**src/smlb_pkg.sv**
```systemverilog
// Shared types and constants for the stepper move block with limit back-off.
package smlb_pkg;

  // Limit on requested step count.
  localparam int unsigned MaxSteps = 255;

  // Configuration register indexes.
  localparam logic [1:0] REG_STEP_MODE       = 2'd0;
  localparam logic [1:0] REG_BACKOFF_STEPS   = 2'd1;
  localparam logic [1:0] REG_RELEASE_SAMPLES = 2'd2;

  // Register reset values.
  localparam logic [1:0] StepModeRst       = 2'd0;
  localparam logic [7:0] BackoffStepsRst   = 8'd99;
  localparam logic [3:0] ReleaseSamplesRst = 4'd10;

  // Action codes.
  localparam logic ACT_TICK = 1'b0;
  localparam logic ACT_MOVE = 1'b1;

  // Direction codes.
  localparam logic [1:0] DIR_CW  = 2'd1;
  localparam logic [1:0] DIR_CCW = 2'd2;

  // Step mode codes that drive the microstep pins.
  localparam logic [1:0] MODE_HALF    = 2'd1;
  localparam logic [1:0] MODE_QUARTER = 2'd2;

  // Phase codes; the fourth code behaves as idle.
  localparam logic [1:0] PH_IDLE = 2'd0;
  localparam logic [1:0] PH_MOVE = 2'd1;
  localparam logic [1:0] PH_BACK = 2'd2;

  // Status codes.
  localparam logic [2:0] ST_CW_DONE  = 3'd0;
  localparam logic [2:0] ST_CCW_DONE = 3'd1;
  localparam logic [2:0] ST_CW_REL   = 3'd2;
  localparam logic [2:0] ST_CCW_REL  = 3'd3;
  localparam logic [2:0] ST_FAIL     = 3'd4;
  localparam logic [2:0] ST_BADDIR   = 3'd5;

  typedef struct packed {
    logic [1:0] step_mode;
    logic [7:0] backoff_steps;
    logic [3:0] release_samples;
  } cfg_t;

  typedef struct packed {
    logic       action;
    logic [1:0] direction;
    logic [7:0] step_count;
    logic       limit_level;
  } item_t;

  typedef struct packed {
    logic       step_pulse;
    logic       dir_level;
    logic       awake;
    logic       ms1;
    logic       ms2;
    logic       limit_lamp;
    logic       done_res;
    logic [2:0] status;
    logic [7:0] steps_taken;
  } res_t;

  typedef struct packed {
    logic [1:0] phase;
    logic       moving_ccw;
    logic       first_dir_cw;
    logic [7:0] pulses_left;
    logic [7:0] pulses_done;
    logic [3:0] release_left;
    logic       lamp;
  } state_t;

endpackage

```
**src/smlb_if.sv**
```systemverilog
// Valid/ready channel interfaces for move items and results.
interface smlb_item_if;
  logic       valid;
  logic       ready;
  logic       action;
  logic [1:0] direction;
  logic [7:0] step_count;
  logic       limit_level;

  modport source (output valid, action, direction, step_count, limit_level, input ready);
  modport sink   (input valid, action, direction, step_count, limit_level, output ready);
endinterface

interface smlb_res_if;
  logic       valid;
  logic       ready;
  logic       step_pulse;
  logic       dir_level;
  logic       awake;
  logic       ms1;
  logic       ms2;
  logic       limit_lamp;
  logic       done_res;
  logic [2:0] status;
  logic [7:0] steps_taken;

  modport source (output valid, step_pulse, dir_level, awake, ms1, ms2, limit_lamp,
                  done_res, status, steps_taken, input ready);
  modport sink   (input valid, step_pulse, dir_level, awake, ms1, ms2, limit_lamp,
                  done_res, status, steps_taken, output ready);
endinterface

```
**src/smlb_step.sv**
```systemverilog
// Next-state and result logic for one item.
module smlb_step (
  input  smlb_pkg::cfg_t   cfg_i,
  input  smlb_pkg::state_t state_i,
  input  smlb_pkg::item_t  item_i,
  output smlb_pkg::state_t state_o,
  output smlb_pkg::res_t   res_o
);
  import smlb_pkg::*;

  logic [7:0]      cnt;
  logic [7:0]      left_dec;
  logic [7:0]      done_inc;
  logic [3:0]      rel_dec;
  logic            rel_hit;
  logic            released;
  logic [1:0]      ph;

  always_comb begin
    // compare at full width so any step limit clamps correctly
    if (32'(item_i.step_count) > MaxSteps) begin
      cnt = MaxSteps[7:0];
    end else begin
      cnt = item_i.step_count;
    end
    left_dec = state_i.pulses_left - 8'd1;
    done_inc = state_i.pulses_done + 8'd1;
    rel_dec  = state_i.release_left - 4'd1;
    rel_hit  = !item_i.limit_level && (state_i.release_left != 4'd0);
    released = rel_hit && (rel_dec == 4'd0);
    ph       = (state_i.phase == PH_MOVE || state_i.phase == PH_BACK) ? state_i.phase : PH_IDLE;

    state_o       = state_i;
    state_o.phase = ph;
    res_o         = '0;

    if (item_i.action == ACT_MOVE) begin
      if (ph == PH_IDLE) begin
        if (item_i.direction != DIR_CW && item_i.direction != DIR_CCW) begin
          res_o.done_res = 1'b1;
          res_o.status   = ST_BADDIR;
        end else begin
          state_o.first_dir_cw = (item_i.direction == DIR_CW);
          state_o.moving_ccw   = (item_i.direction != DIR_CW);
          state_o.pulses_done  = 8'd0;
          state_o.pulses_left  = cnt;
          if (cnt == 8'd0) begin
            res_o.done_res = 1'b1;
            res_o.status   = (item_i.direction == DIR_CW) ? ST_CW_DONE : ST_CCW_DONE;
          end else begin
            state_o.phase   = PH_MOVE;
            res_o.dir_level = (item_i.direction != DIR_CW);
            res_o.awake     = 1'b1;
            res_o.ms1       = (cfg_i.step_mode == MODE_HALF);
            res_o.ms2       = (cfg_i.step_mode == MODE_QUARTER);
          end
        end
      end
    end else if (ph == PH_MOVE) begin
      res_o.step_pulse = 1'b1;
      res_o.dir_level  = state_i.moving_ccw;
      res_o.awake      = 1'b1;
      res_o.ms1        = (cfg_i.step_mode == MODE_HALF);
      res_o.ms2        = (cfg_i.step_mode == MODE_QUARTER);
      if (item_i.limit_level) begin
        // limit hit: reverse and start backing off
        state_o.lamp         = 1'b1;
        state_o.moving_ccw   = !state_i.moving_ccw;
        state_o.pulses_left  = cfg_i.backoff_steps;
        state_o.pulses_done  = 8'd0;
        state_o.release_left = cfg_i.release_samples;
        if (cfg_i.backoff_steps == 8'd0) begin
          state_o.phase  = PH_IDLE;
          res_o.done_res = 1'b1;
          res_o.status   = ST_FAIL;
        end else begin
          state_o.phase = PH_BACK;
        end
      end else begin
        state_o.pulses_done = done_inc;
        state_o.pulses_left = left_dec;
        if (left_dec == 8'd0) begin
          state_o.phase     = PH_IDLE;
          res_o.done_res    = 1'b1;
          res_o.status      = state_i.first_dir_cw ? ST_CW_DONE : ST_CCW_DONE;
          res_o.steps_taken = done_inc;
        end
      end
    end else if (ph == PH_BACK) begin
      res_o.step_pulse = 1'b1;
      res_o.dir_level  = state_i.moving_ccw;
      res_o.awake      = 1'b1;
      res_o.ms1        = (cfg_i.step_mode == MODE_HALF);
      res_o.ms2        = (cfg_i.step_mode == MODE_QUARTER);
      if (rel_hit) begin
        state_o.release_left = rel_dec;
      end
      if (released) begin
        state_o.lamp      = 1'b0;
        state_o.phase     = PH_IDLE;
        res_o.done_res    = 1'b1;
        res_o.status      = state_i.first_dir_cw ? ST_CW_REL : ST_CCW_REL;
        res_o.steps_taken = state_i.pulses_done;
      end else begin
        state_o.pulses_done = done_inc;
        state_o.pulses_left = left_dec;
        if (left_dec == 8'd0) begin
          state_o.phase     = PH_IDLE;
          res_o.done_res    = 1'b1;
          res_o.status      = ST_FAIL;
          res_o.steps_taken = done_inc;
        end
      end
    end

    res_o.limit_lamp = state_o.lamp;
  end

endmodule

```
**src/stepper_move_with_limit_backoff.sv**
```systemverilog
// Top level of the stepper move block with limit-switch back-off.
// Takes move commands and step ticks on item_in and returns one result per
// item on res_out. An item transfers into an input register; from there
// the step logic updates the move state and the result lands in an output
// register. Throughput is one item per cycle while the sink keeps res_out
// ready: the move state (phase, pulse counters, release counter, lamp) is
// updated once per item. Both stages stall together only when a result
// waits at the output and the sink is not ready. Configuration writes on
// cfg_we_i take effect at the next edge and should be made while idle.
module stepper_move_with_limit_backoff (
  input  logic                  clk_i,
  input  logic                  rst_ni,
  input  logic                  cfg_we_i,
  input  logic [1:0]            cfg_idx_i,
  input  logic [7:0]            cfg_data_i,
  smlb_item_if.sink             item_in,
  smlb_res_if.source            res_out
);
  import smlb_pkg::*;

  cfg_t   cfg_q;
  state_t state_q, state_d;
  item_t  item_q;
  logic   item_vld_q;
  res_t   res_q, res_d;
  logic   res_vld_q;
  logic   advance;

  // config registers
  always_ff @(posedge clk_i or negedge rst_ni) begin
    if (!rst_ni) begin
      cfg_q.step_mode       <= StepModeRst;
      cfg_q.backoff_steps   <= BackoffStepsRst;
      cfg_q.release_samples <= ReleaseSamplesRst;
    end else if (cfg_we_i) begin
      unique case (cfg_idx_i)
        REG_STEP_MODE:       cfg_q.step_mode       <= cfg_data_i[1:0];
        REG_BACKOFF_STEPS:   cfg_q.backoff_steps   <= cfg_data_i;
        REG_RELEASE_SAMPLES: cfg_q.release_samples <= cfg_data_i[3:0];
        default: ;
      endcase
    end
  end

  // stage advances when an item waits and the output slot frees up
  assign advance       = item_vld_q && (!res_vld_q || res_out.ready);
  assign item_in.ready = !item_vld_q || advance;

  always_ff @(posedge clk_i or negedge rst_ni) begin
    if (!rst_ni) begin
      item_vld_q <= 1'b0;
    end else if (item_in.ready) begin
      item_vld_q <= item_in.valid;
    end
  end

  always_ff @(posedge clk_i) begin
    if (item_in.valid && item_in.ready) begin
      item_q.action      <= item_in.action;
      item_q.direction   <= item_in.direction;
      item_q.step_count  <= item_in.step_count;
      item_q.limit_level <= item_in.limit_level;
    end
  end

  smlb_step u_step (
    .cfg_i   (cfg_q),
    .state_i (state_q),
    .item_i  (item_q),
    .state_o (state_d),
    .res_o   (res_d)
  );

  always_ff @(posedge clk_i or negedge rst_ni) begin
    if (!rst_ni) begin
      state_q <= '{phase: PH_IDLE, default: '0};
    end else if (advance) begin
      state_q <= state_d;
    end
  end

  always_ff @(posedge clk_i or negedge rst_ni) begin
    if (!rst_ni) begin
      res_vld_q <= 1'b0;
    end else if (advance) begin
      res_vld_q <= 1'b1;
    end else if (res_out.ready) begin
      res_vld_q <= 1'b0;
    end
  end

  always_ff @(posedge clk_i) begin
    if (advance) begin
      res_q <= res_d;
    end
  end

  assign res_out.valid       = res_vld_q;
  assign res_out.step_pulse  = res_q.step_pulse;
  assign res_out.dir_level   = res_q.dir_level;
  assign res_out.awake       = res_q.awake;
  assign res_out.ms1         = res_q.ms1;
  assign res_out.ms2         = res_q.ms2;
  assign res_out.limit_lamp  = res_q.limit_lamp;
  assign res_out.done_res    = res_q.done_res;
  assign res_out.status      = res_q.status;
  assign res_out.steps_taken = res_q.steps_taken;

endmodule
```
**src/flat_wrapper.sv**
```systemverilog
// flat-port wrapper written by rule: the top's interface ports become plain ports
module stepper_move_with_limit_backoff_flat import smlb_pkg::*;
  (clk_i, rst_ni, cfg_we_i, cfg_idx_i, cfg_data_i, item_in_valid, item_in_action, item_in_direction, item_in_step_count, item_in_limit_level, item_in_ready, res_out_valid, res_out_step_pulse, res_out_dir_level, res_out_awake, res_out_ms1, res_out_ms2, res_out_limit_lamp, res_out_done_res, res_out_status, res_out_steps_taken, res_out_ready);
  smlb_item_if item_in_i ();
  smlb_res_if res_out_i ();
  input  logic clk_i;
  input  logic rst_ni;
  input  logic cfg_we_i;
  input  logic [1:0] cfg_idx_i;
  input  logic [7:0] cfg_data_i;
  input wire logic [$bits(item_in_i.valid)-1:0] item_in_valid;
  input wire logic [$bits(item_in_i.action)-1:0] item_in_action;
  input wire logic [$bits(item_in_i.direction)-1:0] item_in_direction;
  input wire logic [$bits(item_in_i.step_count)-1:0] item_in_step_count;
  input wire logic [$bits(item_in_i.limit_level)-1:0] item_in_limit_level;
  output wire logic [$bits(item_in_i.ready)-1:0] item_in_ready;
  output wire logic [$bits(res_out_i.valid)-1:0] res_out_valid;
  output wire logic [$bits(res_out_i.step_pulse)-1:0] res_out_step_pulse;
  output wire logic [$bits(res_out_i.dir_level)-1:0] res_out_dir_level;
  output wire logic [$bits(res_out_i.awake)-1:0] res_out_awake;
  output wire logic [$bits(res_out_i.ms1)-1:0] res_out_ms1;
  output wire logic [$bits(res_out_i.ms2)-1:0] res_out_ms2;
  output wire logic [$bits(res_out_i.limit_lamp)-1:0] res_out_limit_lamp;
  output wire logic [$bits(res_out_i.done_res)-1:0] res_out_done_res;
  output wire logic [$bits(res_out_i.status)-1:0] res_out_status;
  output wire logic [$bits(res_out_i.steps_taken)-1:0] res_out_steps_taken;
  input wire logic [$bits(res_out_i.ready)-1:0] res_out_ready;
  assign item_in_i.valid = item_in_valid;
  assign item_in_i.action = item_in_action;
  assign item_in_i.direction = item_in_direction;
  assign item_in_i.step_count = item_in_step_count;
  assign item_in_i.limit_level = item_in_limit_level;
  assign item_in_ready = item_in_i.ready;
  assign res_out_valid = res_out_i.valid;
  assign res_out_step_pulse = res_out_i.step_pulse;
  assign res_out_dir_level = res_out_i.dir_level;
  assign res_out_awake = res_out_i.awake;
  assign res_out_ms1 = res_out_i.ms1;
  assign res_out_ms2 = res_out_i.ms2;
  assign res_out_limit_lamp = res_out_i.limit_lamp;
  assign res_out_done_res = res_out_i.done_res;
  assign res_out_status = res_out_i.status;
  assign res_out_steps_taken = res_out_i.steps_taken;
  assign res_out_i.ready = res_out_ready;
  stepper_move_with_limit_backoff u_core (.clk_i(clk_i), .rst_ni(rst_ni), .cfg_we_i(cfg_we_i), .cfg_idx_i(cfg_idx_i), .cfg_data_i(cfg_data_i), .item_in(item_in_i), .res_out(res_out_i));
endmodule
```
**config.mk**
```make
export PLATFORM = sky130hd
export DESIGN_NAME = stepper_move_with_limit_backoff_flat
export DESIGN_NICKNAME = d
export VERILOG_FILES = /design/src/smlb_pkg.sv /design/src/smlb_if.sv /design/src/smlb_step.sv /design/src/stepper_move_with_limit_backoff.sv /design/src/flat_wrapper.sv
export SDC_FILE = /design/constraint.sdc
export NUM_CORES = 1
export LEC_CHECK = 0
export ABC_AREA = 1
export BUFFER_PORTS_ARGS = -buffer_cell sky130_fd_sc_hd__buf_2
export CELL_PAD_IN_SITES_DETAIL_PLACEMENT = 1
export CELL_PAD_IN_SITES_GLOBAL_PLACEMENT = 1
export CORE_ASPECT_RATIO = 1.2
export CORE_UTILIZATION = 43
export CTS_BUF_LIST = sky130_fd_sc_hd__clkbuf_8 sky130_fd_sc_hd__clkbuf_16
export CTS_CLUSTER_DIAMETER = 200
export DETAILED_ROUTE_END_ITERATION = 10
export PLACE_DENSITY_LB_ADDON = 0.1
export SYNTH_ARGS = -nofsm -noshare
export SYNTH_HDL_FRONTEND = slang
export SYNTH_SLANG_ARGS = --single-unit
```
**constraint.sdc**
```tcl
create_clock -name clk_i -period 2 [get_ports clk_i]
set_input_delay 0.4 -clock clk_i [delete_from_list [all_inputs] [get_ports clk_i]]
set_output_delay 0.4 -clock clk_i [all_outputs]
set_load 0.005 [all_outputs]
```
Word level (Yosys, flattened, before mapping)
Cells that the tools add are included.

Output and inout bits: 20. Word-level logic and storage cells: 122. Register bits after elaboration: 71.

$add $sub $neg: 3. Bitwise logic cells: 2. Reductions and logical operators: 32. Muxes and demuxes: 45. Eq/ne operators: 15.

Operators with widths (count): 2-to-1 mux 12 bit (5); 2-to-1 mux 16 bit (3); 2-to-1 mux 4 bit (11); 2-to-1 mux 21 bit (2); 2-to-1 mux 20 bit (2); logical NOT 8 bit (3); 2-to-1 mux 2 bit (8); 2-to-1 mux 5 bit (3); AND reduction 5 bit (3); equality test 2 x 1 -> 1 bit, second input constant (5); nonzero test 2 bit (5); 2-to-1 mux 1 bit (9); adder 8 x 1 -> 8 bit, second input constant (1); equality test 2 bit, second input constant (4); 2-to-1 mux 8 bit (1); subtractor 8 x 1 -> 8 bit, second input constant (1); != test 2 bit, second input constant (3); AND reduction 2 bit (3); logical AND 1 bit (5); logical NOT 1 bit (4); logical NOT 2 bit (2); logical NOT 4 bit (1); != test 2 x 1 -> 1 bit, second input constant (2); AND reduction 4 bit (1); other kinds (7) (10).

Depth between registers and ports, before layout
Word-level depth: 8. Mapped depth: 17. Depth with buffers taken out: 17.

Modules after synthesis
Synthesis repeated with hierarchy kept, for this count alone.

Cell total of the unflattened synthesis: 506. Area total of the unflattened synthesis: 4105.2 µm².

Modules (own cells, without submodules): stepper_move_with_limit_backoff (sequential area each 1934.4 µm², cells each 213, area an instance 2625.0 µm², times used 1); smlb_step (sequential area each 0.0 µm², cells each 293, area an instance 1480.2 µm², times used 1).

Worst setup path before layout
OpenSTA, ideal clock, no wires.

Kind: register to register. From: register u_core.state_q[13] in the netlist's numbering. To: register u_core.res_q (netlist bit u_core.res_out.done_res) (data pin). Library setup time: 0.256 ns. Stages on the path, launching flop included: 16. Slack: 0.200 ns. Clock period less this slack: 1.800 ns. Path buffers: 0. Arrival time: 1.545 ns. Cells stage by stage: dfrtp_1 > inv_1 > ha_1 > inv_1 > nor2_2 > nand2_1 > nand2_1 > inv_1 > nand2_1 > nor2_1 > nand2_1 > inv_1 > o21ai_0 > nand2_1 > nand2_1 > nand2_1.

RTL lines: start, declared (line stepper_move_with_limit_backoff.sv:22) `state_t state_q, state_d;`; start signal, assigned (line stepper_move_with_limit_backoff.sv:78) `state_q <= state_d;`; end signal, assigned (line stepper_move_with_limit_backoff.sv:94) `res_q <= res_d;`; end, declared (line stepper_move_with_limit_backoff.sv:25) `res_t res_q, res_d;`.

==> flow_metrics.tcl <==
set metrics [dict create \
    outcome "complete, no violations" \
    final_nets 531 \
    die-height_um 102 \
    min_period_ns 1.94 \
    synth_compound_area_share_pct 11.0 \
    design_area_um2 4430 \
    ant_nets 0 \
    globalRouteOverflowTotal 0 \
    relSlewSlack_pct 62.2 \
    ys_seq_area_share_pct 53.7 \
    clock_path_buffers 2 \
    routed_wirelength_mm 9.49 \
    die_x_um 85.5 \
    dp_hpwl_mm 7.01 \
    yosysTopAreaCellShare_pct 25.0 \
    synthXorXnorAreaFrac_pct 1.95 \
    crit_cells 15 \
    initial_core_util_pct 44.4 \
    muxShareOfSynthArea_pct 0.313 \
    seq_area_um2 1940 \
    yosysTopAreaCell "edfxtp_1" \
    portBuffers 46 \
    worstPathRequired_ns 2.12 \
    insertion_delay_ns 0.36 \
    htree_levels 3 \
    core_area_um2 8110 \
    post_drt_wl_per_cell_um 16.0 \
    synth_area_um2 3600 \
    clock-skew-final_ns 0.0115 \
    n_antenna_cell 0 \
    ios 47 \
    first_pass_iters 4 \
    cts_buffers 9 \
    postCtsHoldBufs 0 \
    slowest_stage "dfrtp_1" \
    vias_per_cell 5.27 \
    crit_fanout 5 \
    cts.clk_slew.worst_paths_ns 0.08 \
    yosys_register_bits 71 \
    yosysWarnings 0 \
    ir_drop_uv 556 \
    antenna_found_initial 0 \
    r2r_cells 15 \
    place_ws_ns -0.112 \
    fp-row-count 36 \
    gp_congestion 0.866 \
    hold_viol 0 \
    vias 3132 \
    synth_top_family_by_area "simple AND/OR/NAND/NOR gates" \
    finalSetupViolations 0 \
    crit_buf_inv 4 \
    grt_pass1_vias 3133 \
    synth_adder_area_share_pct 3.48 \
    drv_slew 0 \
    max_stage_delay_ns 0.41 \
    cp_cell_sequence "inv_2, ha_4, inv_2, nor2_4, inv_1, nand3_1, nor2_1, nand2_2, nor2_1, nand2_1, inv_1, o21ai_0, nand2_1, nand2_1, nand2_1" \
    max_freq_mhz 516 \
    hold_path.class "primary input to async pin" \
    crit_family "simple AND/OR/NAND/NOR gates" \
    multi_input_area_um2 1510 \
    placed_area_um2 4050 \
    rsz0062_at_grt "yes" \
    drc 0 \
    fillers 1003 \
    grtUsageTotal_pct 23.2 \
    clkSinkCount 71 \
    path_common_cell "nand2_1" \
    synth_cell_type_count 34 \
    tns_ns 0 \
    grt_pass1_wl_mm 15.1 \
    die-area_um2 8740 \
    arrival_ns 2.06 \
    synthTopCellsByArea "edfxtp_1 25%, dfrtp_1 24%, nand2_1 12%" \
    worst_setup_path_start_kind "flip-flop" \
    fin_crit_sh_pct 96.9 \
    area_growth_pct 23.0 \
    drive_gt1_share_pct 27.7 \
    max-cap-violations 0 \
    fin_ws_ns 0.0613 \
    path_class "flip-flop to flip-flop" \
    grt_max_degree 20 \
    synth-simple-area-share_pct 21.9 \
    tightest_slew_ns 0.567 \
    cts_tree "done" \
    power_density_nw_per_um2 1220 \
    worst_setup_path_end_kind "flip-flop" \
    syn_inst 421 \
    cts_root_buffer "clkbuf_8" \
    drtIter0Drc 89 \
    syn_nets 458 \
    avgSynthCellArea_um2 8.55 \
    reg2reg_slack_ns 0.06 \
    power_leakage_nw 2.10 \
]
-- logic make-up (layout without fill, tap and decap cells) --
family / after synthesis / count (layout)
simple gates: 189 / 189
compound gates: 72 / 72
flops: 71 / 71
buf+inv: 70 / 148
fa+ha+maj: 10 / 10
xor+xnor: 8 / 8
mux: 1 / 1
-- power by group --
part           total [W]  internal [W]  leakage [nW]  switching, W
combinational    0.00219      0.000832          1.19       0.00136
sequential       0.00207       0.00186         0.809      0.000206
clock            0.00116      0.000602        0.0957      0.000559
-- per-stage QoR --
step | total power [W] | cells | utilization [%] | hold slack [ns]
2_1_floorplan | 0.00326 | 421 | - | 0.104
3_3_place_gp | 0.00389 | 572 | 50.0 | 0.419
3_5_place_dp | 0.00395 | 572 | 50.0 | 0.425
4_1_cts | 0.00516 | 589 | 52.7 | 0.0335
5_1_grt | 0.00578 | 594 | 54.6 | 0.0630
6_report | 0.00542 | 594 | 54.6 | 0.0276
-- layer usage --
metal  GRT usage, %  wire, um  vias up  share of wire (%)
li1               -         -     1521                  -
met1           28.2      4150     1530                 44
met2           40.2      4830       63                 51
met3           2.75       239       18                2.5
met4           13.3       270        0                2.8
met5              0         0        -                  0
-- repair_timing --
action	CTS	global route
pin swaps	1	12
gates resized for setup	7	48
hold endpoints to repair	0	0
setup endpoints to repair	13	30
setup buffers	1	4
cloned	0	1
-- synthesized netlist by cell type --
master    count
nand2_1     114
inv_1        62
o21ai_0      43
dfrtp_1      35
nor2_1       35
edfxtp_1     30
nand3_1      23
a21oi_1      13
ha_1         10
xor2_1        8
dfstp_2       6
buf_2         4
nand4_1       4
o22ai_1       4
a31oi_1       3
nor2_2        3
nor4_1        3
o221ai_1      3
nand2_2       2
nor3_1        2
a21oi_2       1
a221oi_1      1
a22oi_1       1
buf_1         1
buf_6         1
clkbuf_1      1
inv_2         1
mux2_2        1
nand2_4       1
nand3b_1      1
nor3_2        1
o211ai_1      1
o21ai_1       1
o31ai_1       1
-- flip-flops by register name, indices dropped and copies added, names as in the netlist, 3 cells and up --
| signal | flops |
|---|---|
| u_core.state_q | 25 |
| u_core.item_q | 12 |
| u_core.res_out.steps_taken | 8 |
| u_core.res_out.status | 3 |
| u_core.cfg_q | 14 |
-- final cells by class --
class | count | area share, %
Clock buffer | 10 | 3.11
Clock inverter | 6 | 1.38
Inverter | 63 | 5.51
Multi-Input combinational cell | 280 | 34.1
Sequential cell | 71 | 43.7
Tap cell | 95 | 2.68
Timing Repair Buffer | 68 | 9.38
Timing Repair inverter | 1 | 0.141
-- placed cells by master (no fill, tap or decap), drive strengths merged, types with 3 or more instances in the layout --
cell type,count
edfxtp,30
buf,68
nor4,3
nor3,3
a21oi,14
ha,10
clkinvlp,3
dfrtp,35
o221ai,3
inv,65
nor2,38
a31oi,3
nand3,23
xor2,8
o21ai,44
o22ai,4
nand2,117
nand4,4
clkbuf,10
dfstp,6
-- worst paths after layout --
kind | from | to
worst max-delay path | u_core.state_q[14] | u_core.res_out.done_res
worst min-delay path | rst_ni | u_core.state_q[12]
worst max register to register | u_core.state_q[14] | u_core.res_out.done_res
worst min register to register | u_core.cfg_q[3] | u_core.cfg_q[3]
max in group asynchronous | rst_ni | u_core.cfg_q[1]
min in group clk_i | item_in_step_count[4] | u_core.item_q[5]
Note: power is estimated with default switching activity, not from simulation.
